===== src/rtl/gasp_pkg.sv =====
// Shared types, constants, size helper and microcode ROM for the glyph atlas shelf packer.
package gasp_pkg;

	// Field widths
	localparam int SIDE_W           = 13;
	localparam int CUR_W            = 14;
	localparam int FRAC_W           = 17;
	localparam int MAX_ATLAS_SIDE   = 4096;
	localparam int ATLAS_RESET_SIDE = 2048;

	// Configuration register indexes
	localparam int CFG_IDX_W = 1;
	localparam logic [CFG_IDX_W-1:0] REG_ATLAS_WIDTH  = 1'd0;
	localparam logic [CFG_IDX_W-1:0] REG_ATLAS_HEIGHT = 1'd1;

	// Divider: one integer bit plus one guard bit below the 16 fraction bits
	localparam int DIV_BITS   = FRAC_W + 1;
	localparam int DIV_SUB    = 3;
	localparam int DIV_CYCLES = DIV_BITS / DIV_SUB;
	localparam int DIV_CNT_W  = $clog2(DIV_CYCLES);
	localparam int DIV_REM_W  = SIDE_W + 1;

	typedef enum logic [1:0] {
		ST_PLACED = 2'd0,
		ST_EMPTY  = 2'd1,
		ST_RESET  = 2'd2,
		ST_REJECT = 2'd3
	} status_t;

	// Stay on the current step while the condition holds
	typedef enum logic [1:0] {
		HOLD_NONE  = 2'd0,
		HOLD_NO_IN = 2'd1,
		HOLD_DIV   = 2'd2,
		HOLD_OUT   = 2'd3
	} hold_t;

	typedef enum logic [1:0] {
		BR_NEXT   = 2'd0,
		BR_ALWAYS = 2'd1,
		BR_REJECT = 2'd2
	} br_t;

	// Which texture coordinate the divider works on
	typedef enum logic [1:0] {
		SEL_UL = 2'd0,
		SEL_VT = 2'd1,
		SEL_UR = 2'd2,
		SEL_VB = 2'd3
	} sel_t;

	typedef logic [3:0] upc_t;

	localparam upc_t UA_IDLE   = 4'd0;
	localparam upc_t UA_CHECK  = 4'd1;
	localparam upc_t UA_FIT    = 4'd2;
	localparam upc_t UA_PLACE  = 4'd3;
	localparam upc_t UA_LD_UL  = 4'd4;
	localparam upc_t UA_RUN_UL = 4'd5;
	localparam upc_t UA_ST_UL  = 4'd6;
	localparam upc_t UA_RUN_VT = 4'd7;
	localparam upc_t UA_ST_VT  = 4'd8;
	localparam upc_t UA_RUN_UR = 4'd9;
	localparam upc_t UA_ST_UR  = 4'd10;
	localparam upc_t UA_RUN_VB = 4'd11;
	localparam upc_t UA_ST_VB  = 4'd12;
	localparam upc_t UA_EMIT   = 4'd13;

	typedef struct packed {
		logic  accept;
		logic  do_check;
		logic  do_fit;
		logic  do_place;
		logic  div_start;
		sel_t  ld_sel;
		logic  q_store;
		sel_t  st_sel;
		logic  emit;
		hold_t hold;
		br_t   br;
		upc_t  target;
	} ucw_t;

	typedef struct packed {
		logic start;
	} div_ctl_t;

	typedef struct packed {
		logic busy;
		logic last;
	} div_stat_t;

	// Zero size acts as 1, oversize clamps to the maximum side
	function automatic logic [SIDE_W-1:0] eff_size(input logic [SIDE_W-1:0] v);
		logic [SIDE_W-1:0] r;
		r = v;
		if (v == '0)
			r = SIDE_W'(1);
		else if (int'(v) > MAX_ATLAS_SIDE)
			r = SIDE_W'(MAX_ATLAS_SIDE);
		return r;
	endfunction

	// Microcode program
	function automatic ucw_t ucode_rom(input upc_t a);
		ucw_t w;
		w = '0;
		unique case (a)
			UA_IDLE: begin
				w.accept = 1'b1;
				w.hold   = HOLD_NO_IN;
			end
			UA_CHECK: begin
				w.do_check = 1'b1;
				w.br       = BR_REJECT;
				w.target   = UA_EMIT;
			end
			UA_FIT:   w.do_fit = 1'b1;
			UA_PLACE: w.do_place = 1'b1;
			UA_LD_UL: begin
				w.div_start = 1'b1;
				w.ld_sel    = SEL_UL;
			end
			UA_RUN_UL, UA_RUN_VT, UA_RUN_UR, UA_RUN_VB: w.hold = HOLD_DIV;
			UA_ST_UL: begin
				w.q_store   = 1'b1;
				w.st_sel    = SEL_UL;
				w.div_start = 1'b1;
				w.ld_sel    = SEL_VT;
			end
			UA_ST_VT: begin
				w.q_store   = 1'b1;
				w.st_sel    = SEL_VT;
				w.div_start = 1'b1;
				w.ld_sel    = SEL_UR;
			end
			UA_ST_UR: begin
				w.q_store   = 1'b1;
				w.st_sel    = SEL_UR;
				w.div_start = 1'b1;
				w.ld_sel    = SEL_VB;
			end
			UA_ST_VB: begin
				w.q_store = 1'b1;
				w.st_sel  = SEL_VB;
			end
			UA_EMIT: begin
				w.emit   = 1'b1;
				w.hold   = HOLD_OUT;
				w.br     = BR_ALWAYS;
				w.target = UA_IDLE;
			end
			default: begin
				w.br     = BR_ALWAYS;
				w.target = UA_IDLE;
			end
		endcase
		return w;
	endfunction

endpackage


===== src/rtl/glyph_atlas_shelf_packer.sv =====
// Glyph atlas shelf packer: microcoded sequencer, placement datapath and result register.
//
// Input channel (in_valid / in_stall) carries one glyph size per transaction.
// Output channel (out_valid / out_stall) returns one result per transaction:
// status, top-left placement, four texture coordinates in unsigned 1.16 and the
// current dirty rectangle. Configuration is a plain write port (cfg_we,
// cfg_index, cfg_data); index 0 is the atlas width, 1 the atlas height, and any
// write clears the dirty rectangle. Write configuration only while idle.
// A placed glyph passes the check, fit, place and emit steps of the microcode and
// four 1.16 divisions on one shared divider (3 quotient bits per cycle).
// Empty and oversized glyphs branch from the check step straight to emit. One glyph
// is worked at a time, so the next glyph is taken only after the previous one has
// been emitted; in_stall is low only on the idle step, which may be entered while
// the previous result still waits in the output register. When out_stall is high
// while a result is held, that result holds and the sequencer waits on its emit
// step. Reset sets the atlas to 2048 x 2048, clears the cursors and the dirty
// rectangle, and empties the output register.
module glyph_atlas_shelf_packer
	import gasp_pkg::*;
(
	input  logic                 clk,
	input  logic                 arst_n,
	input  logic                 cfg_we,
	input  logic [CFG_IDX_W-1:0] cfg_index,
	input  logic [SIDE_W-1:0]    cfg_data,
	input  logic                 in_valid,
	output logic                 in_stall,
	input  logic [SIDE_W-1:0]    glyph_width,
	input  logic [SIDE_W-1:0]    glyph_height,
	output logic                 out_valid,
	input  logic                 out_stall,
	output logic [1:0]           status,
	output logic [SIDE_W-1:0]    place_x,
	output logic [SIDE_W-1:0]    place_y,
	output logic [FRAC_W-1:0]    u_left,
	output logic [FRAC_W-1:0]    v_top,
	output logic [FRAC_W-1:0]    u_right,
	output logic [FRAC_W-1:0]    v_bottom,
	output logic                 dirty_valid,
	output logic [SIDE_W-1:0]    dirty_left,
	output logic [SIDE_W-1:0]    dirty_top,
	output logic [SIDE_W-1:0]    dirty_right,
	output logic [SIDE_W-1:0]    dirty_bottom
);

	// Sequencer
	upc_t upc_q, upc_nxt;
	ucw_t cw;

	// Configuration and packing state
	logic [SIDE_W-1:0] aw_q, ah_q;
	logic [CUR_W-1:0]  cx_q, cy_q;
	logic [SIDE_W-1:0] rh_q;
	logic              dirty_q;
	logic [SIDE_W-1:0] dl_q, dt_q, dr_q, db_q;

	// Working item
	logic [SIDE_W-1:0] w_q, h_q;
	status_t           st_q;
	logic [SIDE_W-1:0] px_q, py_q;
	logic [FRAC_W-1:0] ul_q, vt_q, ur_q, vb_q;

	// Output register
	logic              out_valid_q;
	status_t           o_st_q;
	logic [SIDE_W-1:0] o_px_q, o_py_q;
	logic [FRAC_W-1:0] o_ul_q, o_vt_q, o_ur_q, o_vb_q;
	logic              o_dv_q;
	logic [SIDE_W-1:0] o_dl_q, o_dt_q, o_dr_q, o_db_q;

	// Combinational datapath
	logic [SIDE_W-1:0] aw_c, ah_c;
	logic              empty_c, over_c, reject_c, wrap_c, fit_c;
	logic [SIDE_W-1:0] px_c, py_c, xe_c, ye_c;
	logic              in_acc, emit_fire, out_busy;

	div_ctl_t          div_ctl;
	div_stat_t         div_stat;
	logic [SIDE_W-1:0] div_num, div_den;
	logic [FRAC_W-1:0] div_quot;

	assign cw = ucode_rom(upc_q);

	assign aw_c     = eff_size(aw_q);
	assign ah_c     = eff_size(ah_q);
	assign empty_c  = (w_q == '0) || (h_q == '0);
	assign over_c   = (w_q > aw_c) || (h_q > ah_c);
	assign reject_c = empty_c || over_c;
	assign wrap_c   = ({1'b0, cx_q} + {2'b0, w_q}) > {2'b0, aw_c};
	assign fit_c    = ({1'b0, cy_q} + {2'b0, h_q}) > {2'b0, ah_c};
	assign px_c     = cx_q[SIDE_W-1:0];
	assign py_c     = cy_q[SIDE_W-1:0];
	assign xe_c     = px_c + w_q;
	assign ye_c     = py_c + h_q;

	assign in_stall  = !cw.accept;
	assign in_acc    = in_valid && cw.accept;
	assign out_busy  = out_valid_q && out_stall;
	assign emit_fire = cw.emit && !out_busy;

	// Step counter: hold, branch or fall through
	always_comb begin
		logic hold_c;
		logic br_c;
		unique case (cw.hold)
			HOLD_NONE:  hold_c = 1'b0;
			HOLD_NO_IN: hold_c = !in_valid;
			HOLD_DIV:   hold_c = div_stat.busy && !div_stat.last;
			HOLD_OUT:   hold_c = out_busy;
			default:    hold_c = 1'b0;
		endcase
		unique case (cw.br)
			BR_NEXT:   br_c = 1'b0;
			BR_ALWAYS: br_c = 1'b1;
			BR_REJECT: br_c = reject_c;
			default:   br_c = 1'b0;
		endcase
		priority if (hold_c)
			upc_nxt = upc_q;
		else if (br_c)
			upc_nxt = cw.target;
		else
			upc_nxt = upc_q + 4'd1;
	end

	always_ff @(posedge clk or negedge arst_n) begin
		if (!arst_n)
			upc_q <= UA_IDLE;
		else
			upc_q <= upc_nxt;
	end

	// Divider operand select
	always_comb begin
		unique case (cw.ld_sel)
			SEL_UL: begin div_num = px_q;        div_den = aw_c; end
			SEL_VT: begin div_num = py_q;        div_den = ah_c; end
			SEL_UR: begin div_num = px_q + w_q;  div_den = aw_c; end
			SEL_VB: begin div_num = py_q + h_q;  div_den = ah_c; end
			default: begin div_num = px_q;       div_den = aw_c; end
		endcase
	end

	assign div_ctl.start = cw.div_start;

	gasp_div u_div (
		.clk    (clk),
		.arst_n (arst_n),
		.ctl    (div_ctl),
		.num    (div_num),
		.den    (div_den),
		.stat   (div_stat),
		.quot   (div_quot)
	);

	// Atlas size, cursors and dirty rectangle
	always_ff @(posedge clk or negedge arst_n) begin
		if (!arst_n) begin
			aw_q    <= SIDE_W'(ATLAS_RESET_SIDE);
			ah_q    <= SIDE_W'(ATLAS_RESET_SIDE);
			cx_q    <= '0;
			cy_q    <= '0;
			rh_q    <= '0;
			dirty_q <= 1'b0;
			dl_q    <= '0;
			dt_q    <= '0;
			dr_q    <= '0;
			db_q    <= '0;
		end else begin
			if (cfg_we) begin
				unique case (cfg_index)
					REG_ATLAS_WIDTH:  aw_q <= cfg_data;
					REG_ATLAS_HEIGHT: ah_q <= cfg_data;
					default: ;
				endcase
				dirty_q <= 1'b0;
				dl_q    <= '0;
				dt_q    <= '0;
				dr_q    <= '0;
				db_q    <= '0;
			end
			// New row when the glyph overruns the current one
			if (cw.do_check && !reject_c && wrap_c) begin
				cx_q <= '0;
				cy_q <= cy_q + {1'b0, rh_q} + CUR_W'(1);
				rh_q <= '0;
			end
			// Atlas full: restart at the origin, whole atlas dirty
			if (cw.do_fit && fit_c) begin
				cx_q    <= '0;
				cy_q    <= '0;
				rh_q    <= '0;
				dirty_q <= 1'b1;
				dl_q    <= '0;
				dt_q    <= '0;
				dr_q    <= aw_c;
				db_q    <= ah_c;
			end
			// Place, grow dirty rectangle, advance cursor
			if (cw.do_place) begin
				if (!dirty_q) begin
					dl_q    <= px_c;
					dt_q    <= py_c;
					dr_q    <= xe_c;
					db_q    <= ye_c;
					dirty_q <= 1'b1;
				end else begin
					if (px_c < dl_q) dl_q <= px_c;
					if (py_c < dt_q) dt_q <= py_c;
					if (xe_c > dr_q) dr_q <= xe_c;
					if (ye_c > db_q) db_q <= ye_c;
				end
				cx_q <= {1'b0, xe_c} + CUR_W'(1);
				if (h_q > rh_q) rh_q <= h_q;
			end
		end
	end

	// Working item payload
	always_ff @(posedge clk) begin
		if (in_acc) begin
			w_q <= glyph_width;
			h_q <= glyph_height;
		end
		if (cw.do_check) begin
			priority if (empty_c)
				st_q <= ST_EMPTY;
			else if (over_c)
				st_q <= ST_REJECT;
			else
				st_q <= ST_PLACED;
			if (reject_c) begin
				px_q <= '0;
				py_q <= '0;
				ul_q <= '0;
				vt_q <= '0;
				ur_q <= '0;
				vb_q <= '0;
			end
		end
		if (cw.do_fit && fit_c)
			st_q <= ST_RESET;
		if (cw.do_place) begin
			px_q <= px_c;
			py_q <= py_c;
		end
		if (cw.q_store) begin
			unique case (cw.st_sel)
				SEL_UL: ul_q <= div_quot;
				SEL_VT: vt_q <= div_quot;
				SEL_UR: ur_q <= div_quot;
				SEL_VB: vb_q <= div_quot;
				default: ;
			endcase
		end
	end

	// Output register control
	always_ff @(posedge clk or negedge arst_n) begin
		if (!arst_n)
			out_valid_q <= 1'b0;
		else if (emit_fire)
			out_valid_q <= 1'b1;
		else if (!out_stall)
			out_valid_q <= 1'b0;
	end

	// Output register payload
	always_ff @(posedge clk) begin
		if (emit_fire) begin
			o_st_q <= st_q;
			o_px_q <= px_q;
			o_py_q <= py_q;
			o_ul_q <= ul_q;
			o_vt_q <= vt_q;
			o_ur_q <= ur_q;
			o_vb_q <= vb_q;
			o_dv_q <= dirty_q;
			o_dl_q <= dl_q;
			o_dt_q <= dt_q;
			o_dr_q <= dr_q;
			o_db_q <= db_q;
		end
	end

	assign out_valid    = out_valid_q;
	assign status       = o_st_q;
	assign place_x      = o_px_q;
	assign place_y      = o_py_q;
	assign u_left       = o_ul_q;
	assign v_top        = o_vt_q;
	assign u_right      = o_ur_q;
	assign v_bottom     = o_vb_q;
	assign dirty_valid  = o_dv_q;
	assign dirty_left   = o_dl_q;
	assign dirty_top    = o_dt_q;
	assign dirty_right  = o_dr_q;
	assign dirty_bottom = o_db_q;

`ifndef SYNTHESIS
	// One glyph at a time: input closes right after a transaction
	a_in_closes: assert property (@(posedge clk) disable iff (!arst_n)
		(in_valid && !in_stall) |=> in_stall)
		else $error("input accepted on consecutive cycles");

	// Divider is never restarted mid-division
	a_div_start: assert property (@(posedge clk) disable iff (!arst_n)
		div_ctl.start |-> !div_stat.busy)
		else $error("divider restarted while busy");

	// Placed glyph: coordinates ordered on both axes
	a_coord_order: assert property (@(posedge clk) disable iff (!arst_n)
		(out_valid && (status == ST_PLACED || status == ST_RESET))
		|-> (u_left <= u_right && v_top <= v_bottom))
		else $error("texture coordinates out of order");

	// Tracked dirty rectangle is never inverted
	a_dirty_order: assert property (@(posedge clk) disable iff (!arst_n)
		(out_valid && dirty_valid)
		|-> (dirty_left <= dirty_right && dirty_top <= dirty_bottom))
		else $error("dirty rectangle inverted");
`endif

endmodule


===== src/rtl/gasp_div.sv =====
// Iterative restoring divider giving floor(num * 65536 / den) for num <= den.
module gasp_div
	import gasp_pkg::*;
(
	input  logic              clk,
	input  logic              arst_n,
	input  div_ctl_t          ctl,
	input  logic [SIDE_W-1:0] num,
	input  logic [SIDE_W-1:0] den,
	output div_stat_t         stat,
	output logic [FRAC_W-1:0] quot
);

	logic                 busy_q;
	logic [DIV_CNT_W-1:0] cnt_q;
	logic [DIV_REM_W-1:0] rem_q;
	logic [SIDE_W-1:0]    den_q;
	logic [DIV_BITS-1:0]  q_q;
	logic [DIV_REM_W-1:0] rem_nxt;
	logic [DIV_BITS-1:0]  q_nxt;
	logic                 last_c;

	assign last_c = busy_q && (cnt_q == DIV_CNT_W'(DIV_CYCLES - 1));

	// Several compare/subtract steps per cycle, remainder doubled after each
	always_comb begin
		logic [DIV_REM_W-1:0] r;
		logic                 ge;
		r     = rem_q;
		q_nxt = q_q;
		for (int i = 0; i < DIV_SUB; i++) begin
			ge    = (r >= {1'b0, den_q});
			r     = ge ? (r - {1'b0, den_q}) : r;
			q_nxt = {q_nxt[DIV_BITS-2:0], ge};
			r     = {r[DIV_REM_W-2:0], 1'b0};
		end
		rem_nxt = r;
	end

	// Control
	always_ff @(posedge clk or negedge arst_n) begin
		if (!arst_n) begin
			busy_q <= 1'b0;
			cnt_q  <= '0;
		end else if (ctl.start) begin
			busy_q <= 1'b1;
			cnt_q  <= '0;
		end else if (busy_q) begin
			busy_q <= !last_c;
			cnt_q  <= cnt_q + DIV_CNT_W'(1);
		end
	end

	// Datapath
	always_ff @(posedge clk) begin
		if (ctl.start) begin
			rem_q <= {1'b0, num};
			den_q <= den;
			q_q   <= '0;
		end else if (busy_q) begin
			rem_q <= rem_nxt;
			q_q   <= q_nxt;
		end
	end

	// Guard bit dropped: truncation to 1.16
	assign quot      = q_q[DIV_BITS-1:1];
	assign stat.busy = busy_q;
	assign stat.last = last_c;

endmodule

===== config.mk =====
export PLATFORM = sky130hd
export DESIGN_NAME = glyph_atlas_shelf_packer
export DESIGN_NICKNAME = d
export VERILOG_FILES = /design/src/rtl/gasp_pkg.sv /design/src/rtl/glyph_atlas_shelf_packer.sv /design/src/rtl/gasp_div.sv
export SDC_FILE = /design/constraint.sdc
export NUM_CORES = 1
export LEC_CHECK = 0
export BUFFER_PORTS_ARGS = -buffer_cell sky130_fd_sc_hd__buf_2
export CAP_MARGIN = 20
export CORE_MARGIN = 2
export CORE_UTILIZATION = 30
export CTS_BUF_LIST = sky130_fd_sc_hd__clkbuf_4 sky130_fd_sc_hd__clkbuf_8
export DETAILED_ROUTE_END_ITERATION = 10
export GPL_ROUTABILITY_DRIVEN = 0
export SYNTH_ARGS = -nofsm -noshare
export SYNTH_HDL_FRONTEND = slang
export SYNTH_SLANG_ARGS = --single-unit

===== constraint.sdc =====
create_clock -name clk -period 13.4 [get_ports clk]
set_clock_uncertainty 0.1 [all_clocks]
set_input_delay 2.68 -clock clk [delete_from_list [all_inputs] [get_ports clk]]
set_output_delay 2.68 -clock clk [all_outputs]
set_load 0.005 [all_outputs]

==> metrics.md <==
| Metric | Value |
|---|---|
| Result of the run | `completed` |
| Setup total negative slack | `0 ns` |
| First-pass GRT wire length | `109 mm` |
| Placement-stage cell area | `26400 um2` |
| Maximum fanout along the worst path | `17` |
| Die outline area | `82800 um2` |
| Post-synthesis sequential area ratio | `49.0%` |
| Worst-case hold slack | `0.320 ns` |
| Final core utilization | `35.0%` |
| Terminus of the critical flop-to-flop path | `u_div.rem_q[6]$_DFFE_PP_` |
| Die Y-Extent | `288 um` |
| Count of final setup violators | `0` |
| Count of pins over their slew limit | `0` |
| Minimum clock period after layout | `8.16 ns` |
| Hold Vio Cnt, Final | `0` |
| Cts hold-fix bufs | `0` |
| Cell type with the highest aggregate area in the netlist | `edfxtp_1` |
| Ports | `196` |
| Arr. time, crit path | `8.50 ns` |
| Number of clock buffers inserted by TritonCTS | `slightly below 80` |
| Most frequent cells after synthesis | `nand2_1 (240), edfxtp_1 (227), ha_1 (223)` |
| Kind of end point of the critical path | `flip-flop` |
| Final net count | `2765` |
| Maximum number of pins on one net before global-route repair | `84` |
| Post-DP HPWL | `approximately 52 mm` |
| Fraction of registers with async set or reset after synthesis | `between 20% and 30%` |
| Primary FF master, synth | `edfxtp_1` |
| Detailed Route WL | `71.8 mm` |
| Synth Net Count | `2545` |
| Synth top area share | `28.2%` |
| Vias in the first global route | `approximately 18000` |
| Via total after detailed routing | `18425` |
| Count of flip-flops with a built-in enable after synthesis | `227` |
| R2r startpoint | `u_div.den_q[0]$_DFFE_PN_` |
| Fraction of final layout cells sized beyond drive strength 1 | `around 18%` |
| Hold_sp | `vt_q[2]$_DFF_P_` |
| Crit start category | `flip-flop` |
| Netlist area before placement | `24200 um2` |
| Port buffer count | `around 200` |
| Crit Path Class | `flip-flop to flip-flop` |
| Crit share post-route | `60.9%` |
| Min-Delay Endpoint | `v_top[2]$_DFFE_PP_` |
| First drt pass iteration count | `6` |
| Initial antenna violation count | `5` |
| Clock tree sinks | `445` |
| Source-to-sink clock delay at the later pin of the worst-skew pair | `0.69 ns` |
| Chip width | `288 um` |
| CTS tree | `done` |
| Area overhead of the layout relative to synthesis | `16.2%` |
| First DRT Iteration DRCs | `approximately 1300` |
| Hold Path Depth | `0` |
| Maximum frequency from static timing analysis | `approximately 0.12 GHz` |
| # resized after CTS | `0` |
| Count of H-tree levels built during CTS | `3` |
| Flop-to-flop setup slack | `5.24 ns` |
| Relative slew slack | `33.4%` |
| Maximum clock path buffer count | `3` |
| Post-CTS setup buffers | `0` |
| Required time of the critical path | `13.74 ns` |
| Max cap viols | `0` |
| Main area contributors after synthesis | `edfxtp_1 (28%), dfrtp_1 (13%), ha_1 (12%), dfxtp_1 (7.4%), nand2_1 (3.7%)` |
| Residual antenna-violating net count after detailed routing | `0` |
| CTS root buffer | `clkbuf_8` |
| GR Overflow Total | `0` |
| # rows | `around 100` |
| Count of different cell masters after synthesis | `between 90 and 100` |
| Cell area after layout | `28100 um2` |
| Wire length per cell | `19.8 um` |
| Logic depth of the worst register-to-register path | `26` |
| DRC viols | `0` |
| Mean instance size in the synthesized netlist | `10.6 um2` |
| Setup repair after global routing missed its margin | `false` |
| Transition time at the pin with the least slew margin | `0.988 ns` |
| Area of the core | `around 80000 um2` |
| Flip-flop and latch count after synthesis | `roughly 450` |
| Starting density of the core | `a little under a third` |
| Hold WC Path Type | `flip-flop to flip-flop` |
| Most instantiated library cell after synthesis | `nand2_1` |
| Warning count from the yosys run | `0` |
| Global routing usage summed across all routing layers | `17.2%` |
| Clock-pin slew on the worst setup and hold paths | `0.07 ns` |
| Vias/cell | `5.09` |
| Cell count after synthesis | `2270` |
## per-layer routing
layer	track usage (%)	wire length, um	part of all wire [%]	vias to the layer above
li1	-	-	-	8838
met1	23.1	32100	45	8900
met2	27.9	33600	47	541
met3	3.19	4410	6.1	140
met4	5.43	1680	2.3	6
met5	0	32	0.045	-
## state kept, by name, indices dropped and copies added (netlist names), 14 cells and up
signal / cells
u_div.rem_q: 14
u_left: 17
ur_q: 17
cy_q: 14
ul_q: 17
u_right: 17
cx_q: 14
vb_q: 17
vt_q: 17
v_top: 17
v_bottom: 17
u_div.q_q: 18
## cell families after synthesis
logic type / Yosys count / synth area share [%]
compound gates: 552 / 15.3
xor+xnor: 90 / 3.26
fa+ha+maj: 230 / 12.1
buf+inv: 214 / 3.52
flops: 445 / 49.0
mux: 89 / 3.95
simple gates: 650 / 12.9
## cell type report
type                            instances  area [um2]
Antenna cell                            1        2.50
Clock buffer                          113        1390
Clock inverter                         34         330
Fill cell                            8095       52100
Inverter                              132         495
Multi-Input combinational cell       1611       11500
Sequential cell                       445       11800
Tap cell                             1060        1330
Timing Repair Buffer                  221        1180
## cell usage in the layout (no fill, tap or decap), drive strengths merged, types with 7 or more instances in the layout
master	count
a31oi	14
o21ai	177
mux2i	38
a21oi	99
and3	37
mux2	51
or3	29
nor2	132
a21o	37
or2	8
clkbuf	113
o311ai	7
and2	10
nand4	34
nor2b	29
dfrtp	127
nand2b	22
ha	223
a211oi	27
a22o	53
nand3	26
edfxtp	227
o211ai	21
fa	7
nor3	52
xor2	31
nor4	15
o21a	22
o21bai	12
xnor2	59
inv	137
a211o	9
dfxtp	89
clkinv	25
nand2	240
buf	221
## worst max-delay path by stage
stage / slack [ns] / end / depth (start not counted) / startpoint
2_1_floorplan: 2.40 / upc_q[2]$_DFFE_PN0N_ / 5 / out_stall
3_3_place_gp: 5.40 / u_div.rem_q[6]$_DFFE_PP_ / 26 / u_div.den_q[0]$_DFFE_PN_
3_5_place_dp: 5.31 / u_div.rem_q[6]$_DFFE_PP_ / 26 / u_div.den_q[0]$_DFFE_PN_
4_1_cts: 5.33 / u_div.rem_q[6]$_DFFE_PP_ / 26 / u_div.den_q[0]$_DFFE_PN_
5_1_grt: 4.63 / u_div.rem_q[6]$_DFFE_PP_ / 26 / u_div.den_q[0]$_DFFE_PN_
6_report: 5.24 / u_div.rem_q[6]$_DFFE_PP_ / 26 / u_div.den_q[0]$_DFFE_PN_
## critical path, stage by stage, from the launching register on
cell,delay [ns]
edfxtp_1,0.54
ha_1,0.28
inv_1,0.07
fa_1,0.21
nand3_1,0.14
a31oi_1,0.24
o21ai_0,0.21
a21oi_2,0.48
buf_4,0.29
mux2_2,0.38
ha_1,0.40
nor2b_1,0.20
o31ai_1,0.11
a21oi_1,0.32
a211oi_1,0.17
o22ai_2,0.65
mux2_2,0.45
ha_1,0.32
a21o_1,0.24
a2111oi_2,0.34
o21bai_1,0.16
o2111ai_1,0.26
a21boi_0,0.14
or2_1,0.28
a31oi_2,0.54
nor3_1,0.13
o31a_1,0.26
## metrics by stage
step	cells	worst slack, ns
after CTS	3616	5.33
after detailed placement	3469	5.31
after global routing	3617	4.63
after global placement	3469	5.40
after floorplan	2270	2.40
final	3617	5.24
Power is not shown: default switching activity piles up to over one toggle a cycle in this logic, so the estimate is an artifact.
